===== config.mk =====
export PLATFORM = sky130hd
export DESIGN_NAME = aggregate_message_splitter
export DESIGN_NICKNAME = d
export VERILOG_FILES = /design/src/hdl/aggms_pkg.sv /design/src/hdl/aggms_parser.sv /design/src/hdl/aggregate_message_splitter.sv
export SDC_FILE = /design/constraint.sdc
export NUM_CORES = 1
export LEC_CHECK = 0
export ABC_CLOCK_PERIOD_IN_PS = 6500
export BUFFER_PORTS_ARGS = -buffer_cell sky130_fd_sc_hd__buf_2
export CAP_MARGIN = 20
export CORE_AREA = 4 4 372 374
export CTS_CLUSTER_SIZE = 12
export DETAILED_ROUTE_END_ITERATION = 8
export DIE_AREA = 0 0 376 378
export PLACE_DENSITY_LB_ADDON = 0.05
export SLEW_MARGIN = 25
export SYNTH_ARGS = -nofsm -noshare
export SYNTH_HDL_FRONTEND = slang
export SYNTH_SLANG_ARGS = --single-unit
export TNS_END_PERCENT = 20

===== constraint.sdc =====
create_clock -name clk -period 6.5 [get_ports clk]
set_input_delay 0.975 -clock clk [delete_from_list [all_inputs] [get_ports clk]]
set_output_delay 0.975 -clock clk [all_outputs]
set_load 0.03 [all_outputs]

===== src/hdl/aggms_pkg.sv =====
`default_nettype none

package aggms_pkg;

    typedef enum logic [2:0]
    {
        PH_TYPE    = 3'd0,
        PH_SIZE    = 3'd1,
        PH_TS      = 3'd2,
        PH_TSEXT   = 3'd3,
        PH_SID     = 3'd4,
        PH_PAYLOAD = 3'd5,
        PH_TRAILER = 3'd6
    } phase_t;

    localparam logic [1:0] KIND_HEADER  = 2'd0;
    localparam logic [1:0] KIND_PAYLOAD = 2'd1;
    localparam logic [1:0] KIND_ERROR   = 2'd2;

    localparam logic [1:0] ERR_HEADER  = 2'd0;
    localparam logic [1:0] ERR_PAYLOAD = 2'd1;
    localparam logic [1:0] ERR_TRAILER = 2'd2;

    localparam logic [7:0] TYPE_AUDIO = 8'd8;
    localparam logic [7:0] TYPE_VIDEO = 8'd9;

    localparam int FIFO_DEPTH = 4;
    localparam int FIFO_AW    = 2;

    typedef struct packed
    {
        logic [1:0]  kind;
        logic [7:0]  sub_type;
        logic [23:0] body_length;
        logic [23:0] stream_ident;
        logic [30:0] raw_timestamp;
        logic [33:0] rebased_timestamp;
        logic [7:0]  payload_data;
        logic        payload_end;
        logic [1:0]  error_code;
        logic        run_last;
    } result_t;

endpackage

`default_nettype wire


===== src/hdl/aggms_parser.sv =====
`default_nettype none

module aggms_parser
    import aggms_pkg::*;
(
    input  wire logic        clk,
    input  wire logic        rst_n,
    input  wire logic        step,
    input  wire logic [7:0]  data_byte,
    input  wire logic        last_byte,
    input  wire logic [31:0] parent_timestamp,
    output result_t          res0,
    output result_t          res1,
    output logic [1:0]       res_count
);

    phase_t      phase_reg, phase_next;
    logic [1:0]  cnt_reg, cnt_next;
    logic [7:0]  type_reg, type_next;
    logic [23:0] rem_reg, rem_next;
    logic [30:0] ts_reg, ts_next;
    logic [23:0] sid_reg, sid_next;
    logic [30:0] base_reg, base_next;
    logic        first_reg, first_next;
    logic        keep_reg, keep_next;

    logic [23:0] rem_dec;
    logic [23:0] sid_shift;
    logic        keep_type;
    logic [33:0] rebased;

    assign rem_dec   = rem_reg - 24'd1;
    assign sid_shift = {sid_reg[15:0], data_byte};
    assign keep_type = (type_reg == TYPE_AUDIO) || (type_reg == TYPE_VIDEO);
    assign rebased   = {2'b00, parent_timestamp} + {3'b000, ts_reg} - {3'b000, base_reg};

    always_comb
    begin
        phase_next = phase_reg;
        unique case (phase_reg)
            PH_SIZE:
            begin
                if (cnt_reg == 2'd2)
                begin
                    phase_next = PH_TS;
                end
            end
            PH_TS:
            begin
                if (cnt_reg == 2'd2)
                begin
                    phase_next = PH_TSEXT;
                end
            end
            PH_TSEXT:
            begin
                phase_next = PH_SID;
            end
            PH_SID:
            begin
                if (cnt_reg == 2'd2)
                begin
                    phase_next = (rem_reg != 24'd0) ? PH_PAYLOAD : PH_TRAILER;
                end
            end
            PH_PAYLOAD:
            begin
                if (rem_dec == 24'd0)
                begin
                    phase_next = PH_TRAILER;
                end
            end
            PH_TRAILER:
            begin
                if (cnt_reg == 2'd3)
                begin
                    phase_next = PH_TYPE;
                end
            end
            default:
            begin
                phase_next = PH_SIZE;
            end
        endcase
        if (last_byte)
        begin
            phase_next = PH_TYPE;
        end
    end

    always_comb
    begin
        result_t    main_res;
        logic       main_valid;
        logic       err_valid;
        logic [1:0] err_code;
        result_t    err_res;

        cnt_next   = cnt_reg;
        type_next  = type_reg;
        rem_next   = rem_reg;
        ts_next    = ts_reg;
        sid_next   = sid_reg;
        base_next  = base_reg;
        first_next = first_reg;
        keep_next  = keep_reg;
        main_res   = '0;
        main_valid = 1'b0;
        err_valid  = last_byte;
        err_code   = ERR_HEADER;
        err_res    = '0;

        unique case (phase_reg)
            PH_SIZE:
            begin
                rem_next = {rem_reg[15:0], data_byte};
                cnt_next = (cnt_reg == 2'd2) ? 2'd0 : cnt_reg + 2'd1;
            end
            PH_TS:
            begin
                ts_next  = {7'd0, ts_reg[15:0], data_byte};
                cnt_next = (cnt_reg == 2'd2) ? 2'd0 : cnt_reg + 2'd1;
            end
            PH_TSEXT:
            begin
                ts_next  = {data_byte[6:0], ts_reg[23:0]};
                cnt_next = 2'd0;
                if (first_reg)
                begin
                    base_next  = {data_byte[6:0], ts_reg[23:0]};
                    first_next = 1'b0;
                end
            end
            PH_SID:
            begin
                sid_next = sid_shift;
                if (cnt_reg == 2'd2)
                begin
                    cnt_next                   = 2'd0;
                    keep_next                  = keep_type;
                    main_valid                 = keep_type;
                    main_res.kind              = KIND_HEADER;
                    main_res.sub_type          = type_reg;
                    main_res.body_length       = rem_reg;
                    main_res.stream_ident      = sid_shift;
                    main_res.raw_timestamp     = ts_reg;
                    main_res.rebased_timestamp = rebased;
                    err_code = (rem_reg != 24'd0) ? ERR_PAYLOAD : ERR_TRAILER;
                end
                else
                begin
                    cnt_next = cnt_reg + 2'd1;
                end
            end
            PH_PAYLOAD:
            begin
                main_valid            = keep_reg;
                main_res.kind         = KIND_PAYLOAD;
                main_res.payload_data = data_byte;
                main_res.payload_end  = (rem_reg == 24'd1);
                rem_next              = rem_dec;
                if (rem_dec == 24'd0)
                begin
                    cnt_next = 2'd0;
                end
                err_code = (rem_dec != 24'd0) ? ERR_PAYLOAD : ERR_TRAILER;
            end
            PH_TRAILER:
            begin
                cnt_next = cnt_reg + 2'd1;
                err_code = ERR_TRAILER;
                if (cnt_reg == 2'd3)
                begin
                    err_valid = 1'b0;
                end
            end
            default:
            begin
                type_next = data_byte;
                rem_next  = 24'd0;
                ts_next   = 31'd0;
                sid_next  = 24'd0;
                cnt_next  = 2'd0;
            end
        endcase

        if (last_byte)
        begin
            cnt_next   = 2'd0;
            first_next = 1'b1;
            keep_next  = 1'b0;
        end

        err_res.kind       = KIND_ERROR;
        err_res.error_code = err_code;
        err_res.run_last   = 1'b1;
        main_res.run_last  = !err_valid;

        res1 = err_res;
        if (main_valid)
        begin
            res0 = main_res;
        end
        else
        begin
            res0 = err_res;
        end
        res_count = {1'b0, main_valid} + {1'b0, err_valid};
    end

    always_ff @(posedge clk or negedge rst_n)
    begin
        if (!rst_n)
        begin
            phase_reg <= PH_TYPE;
            cnt_reg   <= 2'd0;
            type_reg  <= 8'd0;
            rem_reg   <= 24'd0;
            ts_reg    <= 31'd0;
            sid_reg   <= 24'd0;
            base_reg  <= 31'd0;
            first_reg <= 1'b1;
            keep_reg  <= 1'b0;
        end
        else if (step)
        begin
            phase_reg <= phase_next;
            cnt_reg   <= cnt_next;
            type_reg  <= type_next;
            rem_reg   <= rem_next;
            ts_reg    <= ts_next;
            sid_reg   <= sid_next;
            base_reg  <= base_next;
            first_reg <= first_next;
            keep_reg  <= keep_next;
        end
    end

endmodule

`default_nettype wire


===== src/hdl/aggregate_message_splitter.sv =====
// Channel   Direction  Content
// s_axis    in         tdata: data_byte, parent_timestamp; tlast: last_byte
// m_axis    out        tdata: sub-message fields; tuser: result_kind; tlast: run_last
//
// An input item can be taken every cycle while the result queue has room; each causes zero, one or two result items.
// An item passes an input register, then the parser, then a four-entry result
// queue; the first result is offered once the parser has written it into that queue.
// Input stalls only when the result queue has fewer than two free entries.
// Reset puts the parser at the start of an aggregate message; no clearing pass.
`default_nettype none

module aggregate_message_splitter
    import aggms_pkg::*;
(
    input  wire logic         clk,
    input  wire logic         rst_n,
    input  wire logic         s_axis_tvalid,
    output logic              s_axis_tready,
    // data_byte [7:0], parent_timestamp [39:8]
    input  wire logic [39:0]  s_axis_tdata,
    input  wire logic         s_axis_tlast,
    output logic              m_axis_tvalid,
    input  wire logic         m_axis_tready,
    // sub-message type, payload size, stream_ident, raw_timestamp,
    // rebased_timestamp, payload_data, payload_end, error_code, zero fill
    output logic [135:0]      m_axis_tdata,
    // result_kind
    output logic [1:0]        m_axis_tuser,
    output logic              m_axis_tlast
);

    logic                 in_valid_reg;
    logic [7:0]           in_byte_reg;
    logic                 in_last_reg;
    logic [31:0]          in_parent_reg;

    result_t              fifo_reg [FIFO_DEPTH];
    logic [FIFO_AW-1:0]   wr_ptr_reg;
    logic [FIFO_AW-1:0]   rd_ptr_reg;
    logic [FIFO_AW:0]     count_reg;

    logic                 advance;
    logic                 pop;
    logic                 s_accept;
    logic [1:0]           push_count;
    result_t              res0;
    result_t              res1;
    logic [1:0]           res_count;
    result_t              head;

    assign advance       = in_valid_reg && (count_reg <= (FIFO_AW + 1)'(FIFO_DEPTH - 2));
    assign s_axis_tready = !in_valid_reg || advance;
    assign s_accept      = s_axis_tvalid && s_axis_tready;
    assign m_axis_tvalid = (count_reg != '0);
    assign pop           = m_axis_tvalid && m_axis_tready;
    assign push_count    = advance ? res_count : 2'd0;

    aggms_parser u_parser
    (
        .clk              (clk),
        .rst_n            (rst_n),
        .step             (advance),
        .data_byte        (in_byte_reg),
        .last_byte        (in_last_reg),
        .parent_timestamp (in_parent_reg),
        .res0             (res0),
        .res1             (res1),
        .res_count        (res_count)
    );

    always_ff @(posedge clk or negedge rst_n)
    begin
        if (!rst_n)
        begin
            in_valid_reg <= 1'b0;
            wr_ptr_reg   <= '0;
            rd_ptr_reg   <= '0;
            count_reg    <= '0;
        end
        else
        begin
            if (s_axis_tready)
            begin
                in_valid_reg <= s_axis_tvalid;
            end
            wr_ptr_reg <= wr_ptr_reg + FIFO_AW'(push_count);
            if (pop)
            begin
                rd_ptr_reg <= rd_ptr_reg + 1'b1;
            end
            count_reg <= count_reg + (FIFO_AW + 1)'(push_count) - (FIFO_AW + 1)'(pop);
        end
    end

    always_ff @(posedge clk)
    begin
        if (s_accept)
        begin
            in_byte_reg   <= s_axis_tdata[7:0];
            in_last_reg   <= s_axis_tlast;
            in_parent_reg <= s_axis_tdata[39:8];
        end
        if (push_count != 2'd0)
        begin
            fifo_reg[wr_ptr_reg] <= res0;
        end
        if (push_count == 2'd2)
        begin
            fifo_reg[wr_ptr_reg + 1'b1] <= res1;
        end
    end

    assign head = fifo_reg[rd_ptr_reg];

    assign m_axis_tdata[7:0]     = head.sub_type;
    assign m_axis_tdata[31:8]    = head.body_length;
    assign m_axis_tdata[55:32]   = head.stream_ident;
    assign m_axis_tdata[86:56]   = head.raw_timestamp;
    assign m_axis_tdata[120:87]  = head.rebased_timestamp;
    assign m_axis_tdata[128:121] = head.payload_data;
    assign m_axis_tdata[129]     = head.payload_end;
    assign m_axis_tdata[131:130] = head.error_code;
    assign m_axis_tdata[135:132] = 4'd0;
    assign m_axis_tuser          = head.kind;
    assign m_axis_tlast          = head.run_last;

endmodule

`default_nettype wire


# Word-level counts from Yosys, hierarchy flattened

Memories as Yosys holds them, arrays and structs flattened.
Index checks and enable logic that the tools add are counted.

Add/subtract/negate cells: 10
Order comparisons: 1
Equal/unequal tests: 17
Multiplexer cells: 38
Bitwise gates (word level): 5
Reductions and logical operators: 30

Operators with widths:

| cell                  | number |
|---|---|
| $mux 121              | 2 |
| $mux 135              | 1 |
| $pmux 31 s3           | 1 |
| $pmux 24 s3           | 1 |
| $reduce_bool 24->1    | 2 |
| $sub 34x31->34        | 1 |
| $add 32x31->33        | 1 |
| $pmux 16 s2           | 1 |
| $eq 24x1->1 const B   | 1 |
| $logic_not 24->1      | 1 |
| $sub 24x1->24 const B | 1 |
| $mux 3                | 6 |
| $pmux 3 s6            | 1 |
| $eq 8x4->1 const B    | 2 |
| $mux 2                | 8 |
| $ne 3x2->1 const B    | 5 |
| $mux 1                | 12 |
| $pmux 2 s3            | 2 |
| $reduce_and 2->1      | 6 |
| $eq 3x3->1 const B    | 3 |
| $mux 9                | 1 |
| $reduce_and 3->1      | 3 |
| $reduce_bool 2->1     | 4 |
| $reduce_or 4->1       | 2 |
| 19 further kinds      | 33 |

Register bits: 166
Memory bits (writable): 540
Bits of input ports: 45
Output and inout port bits: 141
Word-level logic and storage cells: 119
Memories kept: 1

Memory list:

| memory   | depth | bits a word | read ports | clocked after memory_dff | wr ports | RTL line                         | text |
|---|---|---|---|---|---|---|---|
| fifo_reg | 4     | 135         | 1          | 0                        | 2        | aggregate_message_splitter.sv:37 | `result_t fifo_reg [FIFO_DEPTH];` |

# Longest topological paths before layout

Gate-level depths: netlist of the first run.

Word-level depth: 9
Mapped depth: 22
Gate-level depth less buffers: 22

# By module

Synthesis of the first run repeated with hierarchy kept, for this count alone.

Cell total of the unflattened synthesis: 2635
Area total of the unflattened synthesis: 37627.3 µm²

Modules (own cells, without submodules):

| module                     | instances | cells each | area an instance (µm²) | seq. area each (µm²) |
|---|---|---|---|---|
| aggregate_message_splitter | 1         | 1404       | 27731.6                | 17646.9 |
| aggms_parser               | 1         | 1231       | 9895.7                 | 2929.1 |

# Worst setup path after synthesis of the first run

Ideal clock, no wire load.

Path kind: flip-flop to flip-flop
Start: register u_parser.ts_reg[0]
End: memory fifo_reg[1][45] (netlist name)
Setup time: 0.060 ns
Data arrival time: 4.351 ns
Setup slack: 2.089 ns
Stages on the path, launching flop included: 23
Path buffers: 0
Clock period less this slack: 4.411 ns
Cell sequence: dfrtp_1 > ha_1 > inv_1 > fa_1 > nand2b_1 > a21oi_1 > o211a_1 > o21a_1 > a31oi_1 > o21ai_0 > a21o_1 > a21oi_1 > xnor2_1 > ha_1 > a21oi_1 > o21ai_0 > a21oi_1 > o31a_1 > o21ai_0 > a21oi_1 > a21oi_1 > a2111oi_2 > a22o_1

RTL lines:

| element                | RTL line                         | text |
|---|---|---|
| from (decl)            | aggms_parser.sv:21               | `logic [30:0] ts_reg, ts_next;` |
| from (signal assigned) | aggms_parser.sv:231              | `ts_reg <= ts_next;` |
| to (decl)              | aggregate_message_splitter.sv:37 |  |

==> results of run 1 <==
cell usage after synthesis (6+ instances only):
library cell and number:
mux2_2 42, nor2_1 92, a32o_1 321, dfxtp_1 532, dfrtp_1 124, xor2_1 19, nor4_1 9, a22oi_1 9
or3_1 7, nand2_1 271, a21o_1 37, o21bai_1 7, o21ai_0 197, inv_1 64, clkbuf_1 213, and2_1 28
a22o_1 104, nand3_1 24, and3_1 8, nor3_1 27, nand4_1 13, buf_1 33, nand2b_1 21, mux4_2 135
xnor2_1 38, a31oi_1 14, ha_1 74, nor2b_1 16, edfxtp_1 49, a211oi_1 13, a21oi_1 88, o21a_1 22
o211ai_1 6, o22ai_1 8
cell type report:
class,instances,area [um2]
diodes,2,5.005
clock buffers,142,2745
clock inverters,29,319.1
fillers,13950,98260
inverters,64,240.2
multi-input cells,1736,14470
flip-flops and latches,706,15260
well taps,1781,2228
repair buffers,233,1435
stage by stage:
step | hold WS (ns) | setup slack [ns] | total power [mW] | cells | util
2_1_floorplan | 0.4185 | 2.089 | 9.674 | 2756 | -
5_1_grt | 0.2098 | 0.5911 | 18.11 | 4691 | 0.2719
3_5_place_dp | 0.4319 | 1.047 | 12.09 | 4519 | 0.2490
6_report | 0.2238 | 0.9933 | 16.97 | 4693 | 0.2720
4_1_cts | 0.3993 | 0.9859 | 17.32 | 4690 | 0.2717
3_3_place_gp | 0.4282 | 1.076 | 12.09 | 4519 | 0.2490
power by group:
part           switching [mW]  internal, mW  leakage [nW]
Combinational            4.17          2.20          6.08
Clock                    2.01          3.10          1.50
Sequential              0.752          4.74          6.42
Total                    6.93          10.0          14.0
worst reg2reg max path: cells and delay by family (launching register included):
kind / cells / cell delay, ns
adders and majority gates: 3 / 1.06
AOI/OAI and AO/OA: 11 / 2.54
and+or+nand+nor: 4 / 0.79
DFF: 1 / 0.50
xor gates and xnor gates: 2 / 0.49
buffers and inverters: 1 / 0.07
per-layer routing:
| metal | up-vias | GRT usage | share of wire |
|---|---|---|---|
| met3 | 119 | 0.02678 | 0.047 |
| met5 | - | 0 | 0 |
| met1 | 12290 | 0.2225 | 0.47 |
| met4 | 0 | 0.04155 | 0.018 |
| li1 | 10760 | - | - |
| met2 | 540 | 0.2630 | 0.46 |
how the worst max path moves through the flow:
stage / from / endpoint / slack, ns / cells past startpoint
after floorplan: u_parser.ts_reg[0] / fifo_reg[1][45] / 2.09 / 22
after global placement: u_parser.ts_reg[0] / fifo_reg[0][45] / 1.08 / 22
after detailed placement: u_parser.ts_reg[0] / fifo_reg[3][39] / 1.05 / 21
after CTS: u_parser.ts_reg[0] / fifo_reg[0][39] / 0.99 / 21
after global routing: u_parser.ts_reg[0] / fifo_reg[2][41] / 0.59 / 22
final: u_parser.ts_reg[0] / fifo_reg[0][39] / 0.99 / 21
logic make-up (layout without fill, tap and decap cells):
kind of cell / Yosys count / in the layout
mux: 179 / 179
xor+xnor: 57 / 57
simple gates: 548 / 548
other cells: 1 / 6
buf+inv: 314 / 468
fa+ha+maj: 77 / 77
compound gates: 871 / 871
flops: 706 / 706
==> key figures, run 1 <==
Synthesis
  – Synth Area in Simple Gates: 0.08228
  – Synth Instances: around 2800
  – Post-synthesis xor/xnor area fraction: 0.01620
  – Synth area leader: dfxtp_1
  – Adder-cell share of the synthesized area: 0.03199
  – Ys Warns: 0
  – Yosys top cell area share: 0.3455
  – Mux contribution to synthesized area: 0.1146
  – Area contributors post-synth: dfxtp_1 (35%), a32o_1 (10%), dfrtp_1 (10%)
  – Netlist cell types: 73
  – Post-Syn Area: between 0.03 and 0.04 mm2
  – Top_reg_cell synth: dfxtp_1
  – Synthesized flop and latch total: 706
  – Main combinational cell family by area after synthesis: compound AO/OA/AOI/OAI gates
  – Sequential fraction of the synthesis area: 0.4948
  – Post-synth EDFFs: 49
  – Asr flop ratio synth: 0.1771
  – Complex-gate fraction of the synthesized area: 0.2213
  – Synth Area per Inst: roughly 11 um2

Clocking
  – # hold bufs at CTS: 0
  – Post-CTS Setup Inserts: 0
  – Clock sink total: between 700 and 800
  – CTS Buf Count: roughly 90
  – Later-pin clock latency in the skew report: slightly below 0.7 ns
  – Clk Tree Root Cell: clkbuf_16
  – Post-CTS sizing: 0
  – Max Root-Sink Buffers: 3
  – Clock-pin slew on the worst setup and hold paths: around 0.060 ns
  – H-tree depth reported by CTS: 3
  – CTS tree: done

Worst hold path
  – Hold crit path type: input pin to asynchronous set/reset pin

Worst setup path
  – CP top delay family: compound AO/OA/AOI/OAI gates
  – Crit path largest cell delay: 0.63 ns
  – Element type at the critical path start: flop
  – Crit Path Max Fanout: 8
  – Data required, critical path: 7.09 ns
  – R2r worst-path depth: 21
  – CP bufs+invs: 1
  – R2R Path Start: u_parser.ts_reg[0]
  – R2R setup slack: 0.99 ns
  – Crit path cell chain: ha_1, inv_1, fa_1, nand2b_1, a21oi_1, o211a_1, o21a_1, a31oi_1, o21ai_0, a21o_1, a21oi_1, xnor2_1, ha_1, nand2_1, nor3_1, nand4_1, o21ai_0, a21o_1, a21oi_1, xnor2_1, a22o_1
  – Worst R2R End: fifo_reg[0][39]
  – Most used cell, CP: a21oi_1
  – Slowest CP cell: o21ai_0
  – Crit end category: flop
  – CP Data Arrival Time: 6.10 ns
  – Worst setup path class: flop to flop

STA
  – Setup tns final: 0 ns
  – Fmax: 0.1816 GHz
  – Slew margin rel.: 0.3149
  – Final Setup Violations: 0
  – Period Utilization, post-route: 0.8472
  – Worst slew pin tran: approximately 1 ns
  – Crit path time final: 5.507 ns
  – Worst clock skew: around 0.037 ns
  – Max Slew Vio Count: 0
  – Final hold viol count: 0
  – RSZ-0062 raised after global routing: no

Status
  – Outcome: finished, final reports clean

Placement
  – Routability cong.: around 0.78
  – HPWL after detailed placement: 73310 um
  – Placed cell area: 0.03361 mm2
  – IO buf count: 181

Detailed routing
  – DRC violations left: 0
  – Via count: 23710
  – DRT iter0 DRCs: 1582
  – Post-route ant nets: 0
  – Routed wire length: 116600 um
  – Vias per Instance: 5.053
  – WL per Instance: 24.84 um
  – Router iterations before antenna repair: 7

Layout
  – Most common cell after layout, fill and taps aside: dfxtp_1
  – Area growth from synthesis to layout: 19.08%
  – Nets: 2954
  – Most frequent cells in the layout: dfxtp_1 (532), a32o_1 (321), nand2_1 (268), o21ai_0 (197), buf_2 (180)
  – Max FFs per register: between 500 and 600
  – Share of cells above drive strength 1: 0.1990
  – Design Area, Final: around 0.037 mm2

Floorplanning
  – Die area: ~0.14 mm2
  – Die W: 376 um
  – # rows: 135
  – Core area: 0.1350 mm2
  – Chip Height: 378 um
  – Top-level I/O count: about 190
  – Initial core utilization: 0.2284

Global route
  – Total congestion overflow: 0
  – Global-route wire length before repair: 170300 um
  – Initial antenna violation count: 10
  – GR Util All Layers: 0.1614
  – Vias in the first global route: approximately 24000
  – Largest net degree at the start of global routing: 161

Power
  – Leak: 14.01 nW
  – Maximum vdd ir drop: 0.2840 mV
  – PwrDens: ~460 mW/mm2

Job
  – Reported max-cap violation count: 0
(Power assumes the default switching activity.)
==> inputs of run 2 (changes only) <==
- ABC_CLOCK_PERIOD_IN_PS: 6500 -> 5000
- clock period: 6.5 -> 5 ns (I/O delays scaled with it)
==> key figures, run 2 (synthesized netlist as in run 1, its figures left out) <==
Global route
  – Largest net degree at the start of global routing: 109 (was 161)
  – GR Util All Layers: 0.1628 (was 0.1614)
  – Total congestion overflow: 0 (unchanged)
  – Initial antenna violation count: 6 (was 10)
  – Global-route wire length before repair: 171700 um (was 170300 um)
  – Vias in the first global route: 24470 (was 24380)

Layout
  – Most common cell after layout, fill and taps aside: dfxtp_1 (unchanged)
  – Area growth from synthesis to layout: 20.91% (was 19.08%)
  – Share of cells above drive strength 1: 0.2227 (was 0.1990)
  – Nets: 3018 (was 2954)
  – Design Area, Final: 0.03727 mm2 (was 0.03670 mm2)
  – Max FFs per register: 540 (unchanged)
  – Most frequent cells in the layout: dfxtp_1 (532), a32o_1 (321), nand2_1 (268), o21ai_0 (194), buf_2 (180) (was dfxtp_1 (532), a32o_1 (321), nand2_1 (268), o21ai_0 (197), buf_2 (180))

STA
  – Slew margin rel.: 0.3052 (was 0.3149)
  – Fmax: 0.2112 GHz (was 0.1816 GHz)
  – Setup tns final: 0 ns (unchanged)
  – Max Slew Vio Count: 0 (unchanged)
  – Worst clock skew: 0.03928 ns (was 0.03736 ns)
  – Min Hold Slack: 0.07838 ns (was 0.2238 ns)
  – RSZ-0062 raised after global routing: yes (was no)
  – Crit path time final: 4.735 ns (was 5.507 ns)
  – Final hold viol count: 0 (unchanged)
  – Period Utilization, post-route: 0.9470 (was 0.8472)
  – Worst slew pin tran: 1.042 ns (was 1.028 ns)
  – Final Setup Violations: 0 (unchanged)

Worst setup path
  – Data required, critical path: 5.55 ns (was 7.09 ns)
  – CP Data Arrival Time: 5.29 ns (was 6.10 ns)
  – Crit end category: flop (unchanged)
  – R2r worst-path depth: 19 (was 21)
  – Crit path cell chain: ha_1, a211o_1, a2111oi_4, o32ai_2, a31oi_2, o21bai_1, a21oi_2, buf_4, xnor2_1, ha_1, a211oi_1, o21bai_1, a211oi_2, o31a_1, a31oi_2, a21o_1, a311oi_1, o32ai_2, a22o_1 (was ha_1, inv_1, fa_1, nand2b_1, a21oi_1, o211a_1, o21a_1, a31oi_1, o21ai_0, a21o_1, a21oi_1, xnor2_1, ha_1, nand2_1, nor3_1, nand4_1, o21ai_0, a21o_1, a21oi_1, xnor2_1, a22o_1)
  – Crit Path Max Fanout: 4 (was 8)
  – Worst setup path class: flop to flop (unchanged)
  – Slowest CP cell: edfxtp_1 (was o21ai_0)
  – Element type at the critical path start: flop (unchanged)
  – Crit path largest cell delay: 0.40 ns (was 0.63 ns)

Clocking
  – Clk Tree Root Cell: clkbuf_16 (unchanged)
  – CTS tree: done (unchanged)
  – CTS Buf Count: 92 (was 91)
  – # hold bufs at CTS: 0 (unchanged)
  – Later-pin clock latency in the skew report: 0.69 ns (was 0.68 ns)
  – H-tree depth reported by CTS: 3 (unchanged)
  – Clock sink total: 706 (unchanged)
  – Clock-pin slew on the worst setup and hold paths: 0.05 ns (was 0.06 ns)
  – Max Root-Sink Buffers: 3 (unchanged)

Floorplanning
  – Chip Height: 378 um (unchanged)
  – Die area: 0.1421 mm2 (unchanged)
  – Core area: 0.1350 mm2 (unchanged)
  – Initial core utilization: 0.2284 (unchanged)
  – Die W: 376 um (unchanged)
  – Top-level I/O count: 186 (unchanged)
  – # rows: 135 (unchanged)

Placement
  – HPWL after detailed placement: 76460 um (was 73310 um)
  – Routability cong.: 0.8058 (was 0.7839)
  – IO buf count: 181 (unchanged)
  – Placed cell area: 0.03413 mm2 (was 0.03361 mm2)

Status
  – Outcome: finished, final reports clean (unchanged)

Job
  – Reported max-cap violation count: 0 (unchanged)

Power
  – Switch share: 0.4123 (was 0.4082)
  – PwrDens: 606.6 mW/mm2 (was 462.4 mW/mm2)
  – Reg power frac: 0.312 (was 0.324)
  – Maximum vdd ir drop: 0.2596 mV (was 0.2840 mV)
  – Gate power share: 0.400 (was 0.375)
  – Design internal power: 13.29 mW (was 10.04 mW)
  – Leak: 14.34 nW (was 14.01 nW)
  – Clock Power Share: 0.288 (was 0.301)
  – Net Switching: 9.321 mW (was 6.928 mW)

Detailed routing
  – DRT iter0 DRCs: 1747 (was 1582)
  – DRC violations left: 0 (unchanged)
  – Post-route ant nets: 0 (unchanged)
  – Routed wire length: 118700 um (was 116600 um)
  – Vias per Instance: 5.046 (was 5.053)
  – WL per Instance: 24.99 um (was 24.84 um)
  – Router iterations before antenna repair: 5 (was 7)
  – Via count: 23970 (was 23710)

Worst hold path
  – Hold crit path type: input pin to asynchronous set/reset pin (unchanged)
==> run 2: stage by stage <==
step | setup WS, ns | utilization | instances | power, mW
3_5_place_dp | -0.03781 | 0.2529 | 4581 | 16.13
4_1_cts | 0.01766 | 0.2751 | 4747 | 22.85
6_report | 0.2651 | 0.2761 | 4751 | 22.61
2_1_floorplan | 0.5887 | - | 2756 | 12.58
5_1_grt | -0.08672 | 0.2761 | 4749 | 24.05
3_3_place_gp | -0.1003 | 0.2527 | 4580 | 16.14
==> run 2: routing by layer <==
layer	track usage	share of wire	vias to the layer above
met2	0.2588	0.46	593
met5	0	0.00013	-
li1	-	-	10880
met1	0.2262	0.47	12370
met3	0.02869	0.049	134
met4	0.04863	0.024	2
==> run 2: cell type report <==
cell class	instances	area [um2]
inverters	64	240.2
repair buffers	296	1951
well taps	1781	2228
multi-input cells	1736	14600
flip-flops and latches	706	15260
clock buffers	139	2735
diodes	2	5.005
fillers	13970	97690
clock inverters	27	249.0
==> run 2: final timing paths <==
path	endpoint	start	slack, ns
worst max register to register	fifo_reg[0][44]	in_parent_reg[1]	0.27
min in group clk	in_byte_reg[5]	s_axis_tdata[5]	0.25
worst min-delay path	u_parser.base_reg[20]	rst_n	0.08
worst min register to register	fifo_reg[1][128]	fifo_reg[1][128]	0.44
worst max-delay path	fifo_reg[0][44]	in_parent_reg[1]	0.27
max in group asynchronous	rd_ptr_reg[1]	rst_n	3.97
==> run 2: critical path, delay by kind of cell (launching register included) <==
kind | cells | cell delay [ns]
DFF | 1 | 0.40
buffers and inverters | 1 | 0.13
AOI/OAI and AO/OA | 15 | 3.38
adders and majority gates | 2 | 0.60
xor gates and xnor gates | 1 | 0.10
==> run 2: power groups by stage <==
stage | sequential [mW] | combinational (mW) | clock (mW)
final | 7.05 | 9.05 | 6.51
after global routing | 7.14 | 9.95 | 6.97
after CTS | 7.07 | 9.01 | 6.77
after detailed placement | 7.19 | 8.95 | 0
after global placement | 7.18 | 8.96 | 0
after floorplan | 6.53 | 6.05 | 0
==> run 2: timing repair <==
item	4_1_cts	5_1_grt
resized for setup	5	20
pin swaps	0	6
setup buffers	0	2
setup endpoints to repair	22	52
